<file path="config.mk">
export PLATFORM = sky130hd
export DESIGN_NAME = three_lfsr_filter_keystream_unit
export DESIGN_NICKNAME = d
export VERILOG_FILES = /design/src/design/tlfk_pkg.sv /design/src/design/tlfk_filter.sv /design/src/design/tlfk_lfsr.sv /design/src/design/three_lfsr_filter_keystream_unit.sv
export VERILOG_INCLUDE_DIRS = /design/src /design/src/design
export SDC_FILE = /design/constraint.sdc
export NUM_CORES = 1
export LEC_CHECK = 0
export BUFFER_PORTS_ARGS = -buffer_cell sky130_fd_sc_hd__clkbuf_2
export CAP_MARGIN = 25
export CORE_MARGIN = 1
export CORE_UTILIZATION = 45
export CTS_BUF_LIST = sky130_fd_sc_hd__clkbuf_16
export DETAILED_ROUTE_END_ITERATION = 10
export GPL_TIMING_DRIVEN = 0
export PLACE_DENSITY_LB_ADDON = 0.3
export SKIP_CTS_REPAIR_TIMING = 1
export SYNTH_ARGS = -nofsm -noshare
export SYNTH_HDL_FRONTEND = slang
export SYNTH_HIERARCHICAL = 1
export SYNTH_SLANG_ARGS = --single-unit
export TNS_END_PERCENT = 50
</file>
<file path="constraint.sdc">
create_clock -name aclk -period 3.7 [get_ports aclk]
set_input_delay 1.11 -clock aclk [delete_from_list [all_inputs] [get_ports aclk]]
set_output_delay 1.11 -clock aclk [all_outputs]
set_load 0.02 [all_outputs]
</file>
<file path="src/design/three_lfsr_filter_keystream_unit_assert.svh">
// Assertion macros for the three-LFSR keystream unit.
// Depends on nothing; included by the top level.
`ifndef THREE_LFSR_FILTER_KEYSTREAM_UNIT_ASSERT_SVH
`define THREE_LFSR_FILTER_KEYSTREAM_UNIT_ASSERT_SVH

// Same-cycle implication, disabled while reset is asserted.
`define TLFK_ASSERT_NOW(label, clk, rst_n, ante, cons) \
    label: assert property (@(posedge clk) disable iff (!rst_n) (ante) |-> (cons)) \
        else $error("tlfk assertion failed");

// Next-cycle implication, disabled while reset is asserted.
`define TLFK_ASSERT_NEXT(label, clk, rst_n, ante, cons) \
    label: assert property (@(posedge clk) disable iff (!rst_n) (ante) |=> (cons)) \
        else $error("tlfk assertion failed");

`endif

</file>
<file path="src/design/tlfk_pkg.sv">
// Shared types and constants of the three-LFSR keystream unit.
// Depends on nothing; used by every module of the block.
`default_nettype none

package tlfk_pkg;

    localparam int NUM_TAPS   = 7;
    localparam int TAP_W      = 5;
    localparam int TAPS_W     = NUM_TAPS * TAP_W;
    localparam int SPAN_W     = 2 ** TAP_W;
    localparam int CFG_DATA_W = 35;
    localparam int CFG_ADDR_W = 3;

    typedef logic [TAPS_W-1:0] taps_t;

    typedef enum logic {
        CMD_STEP = 1'b0,
        CMD_LOAD = 1'b1
    } command_t;

    typedef enum logic [CFG_ADDR_W-1:0] {
        CFG_FB_MASK_A = 3'd0,
        CFG_FB_MASK_B = 3'd1,
        CFG_FB_MASK_C = 3'd2,
        CFG_TAPS_A    = 3'd3,
        CFG_TAPS_B    = 3'd4,
        CFG_TAPS_C    = 3'd5
    } cfg_index_t;

    typedef struct packed {
        logic load;
        logic step;
    } lfsr_ctrl_t;

endpackage

`default_nettype wire

</file>
<file path="src/design/tlfk_filter.sv">
// Fixed degree-4 Boolean filter over seven tapped state bits.
// Depends on tlfk_pkg for the tap count.
`default_nettype none

module tlfk_filter (
    input  wire logic [tlfk_pkg::NUM_TAPS-1:0] x,
    output logic                               filt_bit
);

    logic r0, r1, r2, r3, r4;

    always_comb begin
        r0 = (x[0] & x[2] & x[5] & x[6]) ^ (x[0] & x[3] & x[5] & x[6])
           ^ (x[0] & x[1] & x[5] & x[6]) ^ (x[0] & x[2] & x[3] & x[6])
           ^ (x[1] & x[3] & x[4] & x[6]);
        r1 = (x[1] & x[3] & x[5] & x[6]) ^ (x[0] & x[2] & x[4]) ^ (x[0] & x[2] & x[3])
           ^ (x[0] & x[1] & x[3]) ^ (x[0] & x[2] & x[6]) ^ (x[0] & x[1] & x[4]);
        r2 = (x[0] & x[1] & x[6]) ^ (x[1] & x[2] & x[6]) ^ (x[2] & x[5] & x[6])
           ^ (x[0] & x[3] & x[5]) ^ (x[1] & x[4] & x[6]) ^ (x[1] & x[2] & x[5]);
        r3 = (x[0] & x[3]) ^ (x[0] & x[5]) ^ (x[1] & x[3]) ^ (x[1] & x[5])
           ^ (x[1] & x[6]) ^ (x[0] & x[2]) ^ x[1] ^ (x[2] & x[3])
           ^ (x[2] & x[5]) ^ (x[2] & x[6]);
        r4 = (x[4] & x[5]) ^ (x[5] & x[6]) ^ x[2] ^ x[3] ^ x[5];
        filt_bit = r0 ^ r1 ^ r2 ^ r3 ^ r4;
    end

endmodule

`default_nettype wire

</file>
<file path="src/design/tlfk_lfsr.sv">
// One Fibonacci LFSR with programmable feedback mask and seven filter taps.
// Depends on tlfk_pkg and tlfk_filter.
`default_nettype none

module tlfk_lfsr #(
    parameter int LEN = 25
) (
    input  wire logic                 aclk,
    input  wire logic                 aresetn,
    input  wire tlfk_pkg::lfsr_ctrl_t ctrl,
    input  wire logic [LEN-1:0]       seed,
    input  wire logic [LEN-1:0]       fb_mask,
    input  wire tlfk_pkg::taps_t      taps,
    output logic                      filt_bit
);

    logic [LEN-1:0]                    state_reg;
    logic [LEN-1:0]                    state_next;
    logic [tlfk_pkg::SPAN_W-1:0]       state_ext;
    logic [tlfk_pkg::NUM_TAPS-1:0]     tap_bits;

    // Bits above LEN read as zero, so positions beyond the length yield zero.
    assign state_ext = tlfk_pkg::SPAN_W'(state_reg);

    always_comb begin
        for (int k = 0; k < tlfk_pkg::NUM_TAPS; k++) begin
            tap_bits[k] = state_ext[taps[k*tlfk_pkg::TAP_W +: tlfk_pkg::TAP_W]];
        end
    end

    always_comb begin
        state_next = state_reg;
        if (ctrl.load) begin
            state_next = seed;
        end else if (ctrl.step) begin
            state_next = {^(state_reg & fb_mask), state_reg[LEN-1:1]};
        end
    end

    always_ff @(posedge aclk) begin
        if (!aresetn) begin
            state_reg <= LEN'(1);
        end else begin
            state_reg <= state_next;
        end
    end

    tlfk_filter u_filter (
        .x        (tap_bits),
        .filt_bit (filt_bit)
    );

endmodule

`default_nettype wire

</file>
<file path="src/design/three_lfsr_filter_keystream_unit.sv">
// A step transaction's key bit is registered and valid in the cycle after acceptance.
// Throughput: one transaction per cycle while the output is not stalled; the three state
// registers update in the accepting cycle, so the next step sees the advanced states at once.
// A load transaction replaces the states and produces no result.
// Synchronous active-low reset sets all states to one and the registers to
// their defaults; the block accepts transactions in the first cycle after it.
`default_nettype none

`include "three_lfsr_filter_keystream_unit_assert.svh"

module three_lfsr_filter_keystream_unit #(
    parameter int LEN_A = 25,
    parameter int LEN_B = 18,
    parameter int LEN_C = 19
) (
    input  wire logic                              aclk,
    input  wire logic                              aresetn,
    input  wire logic                              s_valid,
    output logic                                   s_ready,
    input  wire logic                              s_command,
    input  wire logic [LEN_A-1:0]                  s_seed_a,
    input  wire logic [LEN_B-1:0]                  s_seed_b,
    input  wire logic [LEN_C-1:0]                  s_seed_c,
    output logic                                   m_valid,
    input  wire logic                              m_ready,
    output logic                                   m_key_bit,
    input  wire logic                              cfg_we,
    input  wire logic [tlfk_pkg::CFG_ADDR_W-1:0]   cfg_addr,
    input  wire logic [tlfk_pkg::CFG_DATA_W-1:0]   cfg_wdata
);

    logic [LEN_A-1:0]     fb_mask_a_reg, fb_mask_a_next;
    logic [LEN_B-1:0]     fb_mask_b_reg, fb_mask_b_next;
    logic [LEN_C-1:0]     fb_mask_c_reg, fb_mask_c_next;
    tlfk_pkg::taps_t      taps_a_reg, taps_a_next;
    tlfk_pkg::taps_t      taps_b_reg, taps_b_next;
    tlfk_pkg::taps_t      taps_c_reg, taps_c_next;

    logic                 m_valid_reg, m_valid_next;
    logic                 m_key_bit_reg, m_key_bit_next;

    logic                 in_accept;
    logic                 is_load;
    tlfk_pkg::lfsr_ctrl_t lfsr_ctrl;
    logic                 filt_a, filt_b, filt_c;
    logic                 key_bit;

    assign s_ready   = !m_valid_reg || m_ready;
    assign in_accept = s_valid && s_ready;
    assign is_load   = (s_command == tlfk_pkg::CMD_LOAD);

    assign lfsr_ctrl = '{load: in_accept && is_load, step: in_accept && !is_load};

    assign key_bit   = filt_a ^ filt_b ^ filt_c;
    assign m_valid   = m_valid_reg;
    assign m_key_bit = m_key_bit_reg;

    always_comb begin
        fb_mask_a_next = fb_mask_a_reg;
        fb_mask_b_next = fb_mask_b_reg;
        fb_mask_c_next = fb_mask_c_reg;
        taps_a_next    = taps_a_reg;
        taps_b_next    = taps_b_reg;
        taps_c_next    = taps_c_reg;
        if (cfg_we) begin
            unique case (tlfk_pkg::cfg_index_t'(cfg_addr))
                tlfk_pkg::CFG_FB_MASK_A: fb_mask_a_next = cfg_wdata[LEN_A-1:0];
                tlfk_pkg::CFG_FB_MASK_B: fb_mask_b_next = cfg_wdata[LEN_B-1:0];
                tlfk_pkg::CFG_FB_MASK_C: fb_mask_c_next = cfg_wdata[LEN_C-1:0];
                tlfk_pkg::CFG_TAPS_A:    taps_a_next    = cfg_wdata[tlfk_pkg::TAPS_W-1:0];
                tlfk_pkg::CFG_TAPS_B:    taps_b_next    = cfg_wdata[tlfk_pkg::TAPS_W-1:0];
                tlfk_pkg::CFG_TAPS_C:    taps_c_next    = cfg_wdata[tlfk_pkg::TAPS_W-1:0];
                default: begin
                end
            endcase
        end
    end

    always_comb begin
        m_valid_next   = m_valid_reg && !m_ready;
        m_key_bit_next = m_key_bit_reg;
        if (lfsr_ctrl.step) begin
            m_valid_next   = 1'b1;
            m_key_bit_next = key_bit;
        end
    end

    always_ff @(posedge aclk) begin
        if (!aresetn) begin
            fb_mask_a_reg <= LEN_A'(255);
            fb_mask_b_reg <= '0;
            fb_mask_c_reg <= LEN_C'(267289);
            taps_a_reg    <= '0;
            taps_b_reg    <= '0;
            taps_c_reg    <= '0;
            m_valid_reg   <= 1'b0;
        end else begin
            fb_mask_a_reg <= fb_mask_a_next;
            fb_mask_b_reg <= fb_mask_b_next;
            fb_mask_c_reg <= fb_mask_c_next;
            taps_a_reg    <= taps_a_next;
            taps_b_reg    <= taps_b_next;
            taps_c_reg    <= taps_c_next;
            m_valid_reg   <= m_valid_next;
        end
    end

    always_ff @(posedge aclk) begin
        m_key_bit_reg <= m_key_bit_next;
    end

    tlfk_lfsr #(.LEN(LEN_A)) u_lfsr_a (
        .aclk     (aclk),
        .aresetn  (aresetn),
        .ctrl     (lfsr_ctrl),
        .seed     (s_seed_a),
        .fb_mask  (fb_mask_a_reg),
        .taps     (taps_a_reg),
        .filt_bit (filt_a)
    );

    tlfk_lfsr #(.LEN(LEN_B)) u_lfsr_b (
        .aclk     (aclk),
        .aresetn  (aresetn),
        .ctrl     (lfsr_ctrl),
        .seed     (s_seed_b),
        .fb_mask  (fb_mask_b_reg),
        .taps     (taps_b_reg),
        .filt_bit (filt_b)
    );

    tlfk_lfsr #(.LEN(LEN_C)) u_lfsr_c (
        .aclk     (aclk),
        .aresetn  (aresetn),
        .ctrl     (lfsr_ctrl),
        .seed     (s_seed_c),
        .fb_mask  (fb_mask_c_reg),
        .taps     (taps_c_reg),
        .filt_bit (filt_c)
    );

    `TLFK_ASSERT_NEXT(a_step_gives_result, aclk, aresetn, lfsr_ctrl.step, m_valid)
    `TLFK_ASSERT_NEXT(a_load_gives_none, aclk, aresetn, lfsr_ctrl.load, !m_valid)
    `TLFK_ASSERT_NOW(a_no_overrun, aclk, aresetn, m_valid && !m_ready, !s_ready)

endmodule

`default_nettype wire

</file>
# Word-level counts from Yosys, hierarchy flattened
# Index checks and enable logic that the tools add are counted.
# word_totals
reg_bits,231
input_bits,106
out_inout_bits,3
word_cells,308
# op_classes
order_cmp,21
eq_ne,5
muxes,49
n_bitwise,203
reduce_logical,19
# ops
op,n
$lt A5 B6 Y1 const B,21
$and A1 B1 Y1,105
$bmux W1 S5,21
$xor A1 B1 Y1,95
$mux W25,2
$mux W19,2
$mux W18,2
$and A25 B25 Y25,1
$reduce_xor A25 Y1,1
$mux W1,22
$and A19 B19 Y19,1
$reduce_xor A19 Y1,1
$and A18 B18 Y18,1
$reduce_xor A18 Y1,1
$reduce_and A2 Y1,6
$eq A3 B2 Y1 const B,2
$eq A3 B3 Y1 const B,2
$logic_and A1 B1 Y1,4
$eq A3 B1 Y1 const B,1
$logic_not A1 Y1,3
$logic_not A3 Y1,1
$reduce_bool A2 Y1,1
$logic_or A1 B1 Y1,1

# Logic depth before layout (Yosys ltp)
# logic_depth
word_depth,16
mapped_depth,15
depth_no_buf,13

# Modules after synthesis
# Netlist, hierarchy kept.
# modules_own_cells
module,n_inst,cells_per_inst,area_each_um2,seq_area_each_um2
three_lfsr_filter_keystream_unit,1,607,6274.8,3393.3
tlfk_lfsr (u_lfsr_a),1,355,3159.3,500.5
tlfk_lfsr (u_lfsr_c),1,273,2308.5,380.4
tlfk_lfsr (u_lfsr_b),1,195,2240.9,360.3
tlfk_filter,3,47,334.1,0.0

# Worst setup path before layout
# No wires, ideal clock.
# synth_path
path_kind,flip-flop to flip-flop
from,register taps_b_reg[0]
to,"register m_key_bit_reg, in the netlist m_key_bit, data pin"
setup_ns,0.258
arrival_time_ns,3.041
required_ns,3.442
slack_ns,0.402
stages_incl_launch_ff,12
path_buffers,2
period_less_slack_ns,3.298
cell_sequence,dfxtp_1 > buf_6 > mux4_1 > mux4_2 > mux2_2 > buf_6 > or3b_1 > a21oi_1 > a311oi_1 > o22ai_2 > xnor3_1 > xnor2_1
# synth_between
elab_chain_cells,16
word_cells_on_any_way,48
cone_classes,2 x mux; 46 x bitwise
# synth_lines
item,line,rtl
from (decl),three_lfsr_filter_keystream_unit.sv:36,"tlfk_pkg::taps_t taps_b_reg, taps_b_next;"
from (signal assigned),three_lfsr_filter_keystream_unit.sv:102,taps_b_reg <= taps_b_next;
$bmux W1 S5 *,tlfk_lfsr.sv:27,tap_bits[k] = state_ext[taps[k*tlfk_pkg::TAP_W +: tlfk_pkg::TAP_W]];
$mux W1 (not written as such) *,tlfk_lfsr.sv:27,
via u_lfsr_b.tap_bits (one bit),tlfk_lfsr.sv:20,logic [tlfk_pkg::NUM_TAPS-1:0] tap_bits;
"$and A1 B1 Y1, on equally long branches","tlfk_filter.sv:13, tlfk_filter.sv:19, tlfk_filter.sv:20",
$xor A1 B1 Y1 (3 in a row),tlfk_filter.sv:20,r3 = (x[0] & x[3]) ^ (x[0] & x[5]) ^ (x[1] & x[3]) ^ (x[1] & x[5])
$xor A1 B1 Y1 (4 in a row),tlfk_filter.sv:21,^ (x[1] & x[6]) ^ (x[0] & x[2]) ^ x[1] ^ (x[2] & x[3])
$xor A1 B1 Y1 (2 in a row),tlfk_filter.sv:22,^ (x[2] & x[5]) ^ (x[2] & x[6]);
$xor A1 B1 Y1 * (2 in a row),tlfk_filter.sv:24,filt_bit = r0 ^ r1 ^ r2 ^ r3 ^ r4;
via filt_b,three_lfsr_filter_keystream_unit.sv:45,"logic filt_a, filt_b, filt_c;"
$xor A1 B1 Y1 * (2 in a row),three_lfsr_filter_keystream_unit.sv:54,assign key_bit = filt_a ^ filt_b ^ filt_c;
via key_bit,three_lfsr_filter_keystream_unit.sv:46,logic key_bit;
to (signal assigned),three_lfsr_filter_keystream_unit.sv:109,m_key_bit_reg <= m_key_bit_next;
to (decl),three_lfsr_filter_keystream_unit.sv:40,"logic m_key_bit_reg, m_key_bit_next;"
# Mark *: on every way through the listed nets, which the timed path passes. The rest lies on a longest branch. The select of a mux whose other input is x is not followed.
# A chain may end at the register's enable or synchronous reset.

# Final worst setup path
# layout_path
from,register u_lfsr_c.state_reg[6]
to,"register m_key_bit_reg, in the netlist m_key_bit, data pin"
# layout_between
word_cells_on_any_way,81
cone_classes,14 x mux; 67 x bitwise
# layout_rtl
item,line,rtl
from (decl),tlfk_lfsr.sv:17,logic [LEN-1:0] state_reg;
from (signal assigned),tlfk_lfsr.sv:44,state_reg <= state_next;
$bmux W1 S5 *,tlfk_lfsr.sv:27,
$mux W1 (not written as such) *,tlfk_lfsr.sv:27,
via u_lfsr_c.tap_bits (one bit),tlfk_lfsr.sv:20,
$and A1 B1 Y1,n/a,
"$and A1 B1 Y1, on equally long branches","tlfk_filter.sv:13, tlfk_filter.sv:16",
$and A1 B1 Y1 / $xor A1 B1 Y1 (equally long branches),"tlfk_filter.sv:13, tlfk_filter.sv:16",
"$xor A1 B1 Y1, on equally long branches","tlfk_filter.sv:13, tlfk_filter.sv:16",
"$xor A1 B1 Y1, on equally long branches (2 in a row)","tlfk_filter.sv:14, tlfk_filter.sv:17",
"$xor A1 B1 Y1, on equally long branches","tlfk_filter.sv:15, tlfk_filter.sv:17",
$xor A1 B1 Y1 (3 in a row),tlfk_filter.sv:24,
$xor A1 B1 Y1 *,tlfk_filter.sv:24,
via filt_c,three_lfsr_filter_keystream_unit.sv:45,
$xor A1 B1 Y1 *,three_lfsr_filter_keystream_unit.sv:54,
via key_bit,three_lfsr_filter_keystream_unit.sv:46,
# Marks and branches as above.

==> results.md <==
- Routed Antenna Nets: 0
- Starting Density: 45.9%
- Status: finished clean
- Final TNS setup: 0 ns
- Root Buffer: clkbuf_16
- Peak fanout along the critical path: 10
- Total GRT Usage: 25.8%
- IO Port Bufs: 108
- GRT Residual Overflow: 0
- Tmin final: 3.59 ns
- Area leader, netlist: dfxtp_1
- Top cells by area, synth: dfxtp_1, mux2i_1, nand2_1
- Routability cong.: 0.915
- Leak Pwr: 7.02 nW
- Final WL: 43900 um
- Final Skew: 0.0173 ns
- Ant diodes: 0
- Sink Count: 231
- FF+latch count, synth: 231
- Final worst setup slack: 0.113 ns
- Worst IR drop on VDD: 0.295 mV
- H-tree levels: 1
- Share of the synthesized area in the top cell type: 30.7%
- Worst Setup Start Kind: flop
- Cts bufs inserted: 27
- Routed via count: 12400
- Chip height: 184 um
- Pwr Total: 0.00666 W
- Core Area: 32600 sq um
- Sequential-to-total area share from yosys stat: 30.9%
- Worst min-delay path class: reg2reg
- Routed wire length per instance: 20.3 um
- Critical-path cell list: mux4_2, nor2_1, nor2_1, o21ai_0, o21ai_0, buf_4, or3b_1, a21oi_1, a311oi_1, o22ai_2, xnor3_1, xnor2_2, xnor2_1
- Max-capacitance violation count: 0
- Async set or reset register ratio after synthesis: 0%
- EDFF count, synth: 1
- CP endpoint kind: flop
- Crit path largest cell delay: 0.64 ns
- RSZ-0062 raised after global routing: false
- R2R Setup Slk: 0.11 ns
- Most used DFF post-synth: dfxtp_1
- Initial antenna violation count: 2
- Syn Nets: 1677
- Avg Inst Size Synth: 9.54 sq um
- First-pass GRT wire length: 67300 um
- Synth cell count leaders: nand2_1, mux2i_1, dfxtp_1
- Fin util: 51.8%
- Post-synthesis cell type count: 52
- Crit Path Class: reg2reg
- TritonCTS clock tree: done
- Clock transition at path regs: 0.06 ns
- WP data required: 3.97 ns
- Relative slew slack: 51.9%
- CP delay by family, top: compound AO/OA/AOI/OAI gates
- DRT Pass-1 Iters: 5
- Worst-margin pin slew: 0.721 ns
- Die ar.: 34000 sq um
- Layout Nets: 1804
- Synth warn: 6
- Total I/O pin count: 109
- Residual DRC count: 0
- WP buf/inv: 1
- Final setup viols: 0
- Area grow syn2layout: 12.8%
- Post-DP HPWL: 31100 um
- Row Count: 66
- Tcrit/Tclk final: 97.0%
- CP max stage cell: dfxtp_1
- Fin. max-slew vios: 0
- Cell Pwr Density: 394 nW/um^2
- Top-count cell post-synth: nand2_1
- Worst-skew pair later-pin latency: 0.53 ns
- Chip Width: 184 um
- Clock Path Buffers: 3
- DR iter-0 viols: 1134
- Post-Place Worst Slack: -0.102 ns
- Pin count of the biggest net entering global routing: 24
- FMAX: 279 MHz
- Cells after Synth: 1571
- Synth Cell Area: 15000 sq um
- Final Hold Fails: 0
- Vias/cell: 5.73
- Worst Path Arrival: 3.86 ns
- Vias in the first global route: 11800
- Share of cells above drive strength 1: 17.8%
tightest hold or removal path: stages, from the launching register on:
cell and delay, ns:
dfxtp_1 0.31, nand2_1 0.05, mux2i_1 0.05
report_power, final:
group	leakage, nW	total (W)	switching [W]	internal (W)
registers	1.88	0.00274	0.000149	0.00259
logic	4.71	0.00142	0.000710	0.000710
clock network	0.434	0.00250	0.00105	0.00145
total	7.02	0.00666	0.00191	0.00475
cell usage in the layout (no fill, tap or decap), drive strengths merged, types with 32 or more instances in the layout:
master	instances
nand2	323
clkbuf	186
o21ai	85
xnor2	56
mux4	91
nor2	96
buf	66
mux2i	274
and2	36
dfxtp	230
inv	32
a21oi	42
worst paths after layout:
path	start	end	cells after the start
max	u_lfsr_c/state_reg[6]$_SDFFE_PN0P_	m_key_bit$_DFFE_PP_	13
min	taps_a_reg[31]$_SDFFE_PN0P_	taps_a_reg[31]$_SDFFE_PN0P_	2
max reg2reg	u_lfsr_c/state_reg[6]$_SDFFE_PN0P_	m_key_bit$_DFFE_PP_	13
min reg2reg	taps_a_reg[31]$_SDFFE_PN0P_	taps_a_reg[31]$_SDFFE_PN0P_	2
kinds of logic (layout without fill, tap and decap cells):
| kind of cell | Yosys count | after routing | synth area share [%] |
|---|---|---|---|
| mux | 382 | 382 | 34.3 |
| simple gates | 549 | 549 | 16.7 |
| compound gates | 180 | 180 | 7.08 |
| flops | 231 | 231 | 30.9 |
| xor+xnor | 81 | 81 | 5.73 |
| buf+inv | 148 | 295 | 5.22 |
per-stage QoR:
stage	instances	hold WS (ns)	cell area, sq um
finish	2160	0.458	16900
global route	2160	0.478	16900
CTS	2170	0.459	16900
detailed placement	2121	0.451	16100
global placement	2121	0.444	16100
floorplan	1571	0.435	15000
layer usage:
| metal | share of wire [%] | GRT usage, % | wire, um | vias to the layer above |
|---|---|---|---|---|
| li1 | - | - | - | 5821 |
| met1 | 45 | 36.0 | 19800 | 5961 |
| met2 | 44 | 40.4 | 19400 | 493 |
| met3 | 7.9 | 4.43 | 3450 | 98 |
| met4 | 2.8 | 8.17 | 1220 | 4 |
| met5 | 0.057 | 0 | 25 | - |
area by class of cell:
class	instances	area (sq um)
multi-input cells	1192	9590
well taps	442	553
repair buffers	109	548
clock buffers	27	676
flip-flops and latches	231	4640
inverters	21	78.8
clock inverters	22	143
plain buffers	116	681
fillers	2979	15700
Power figures use the tool's default switching activity.
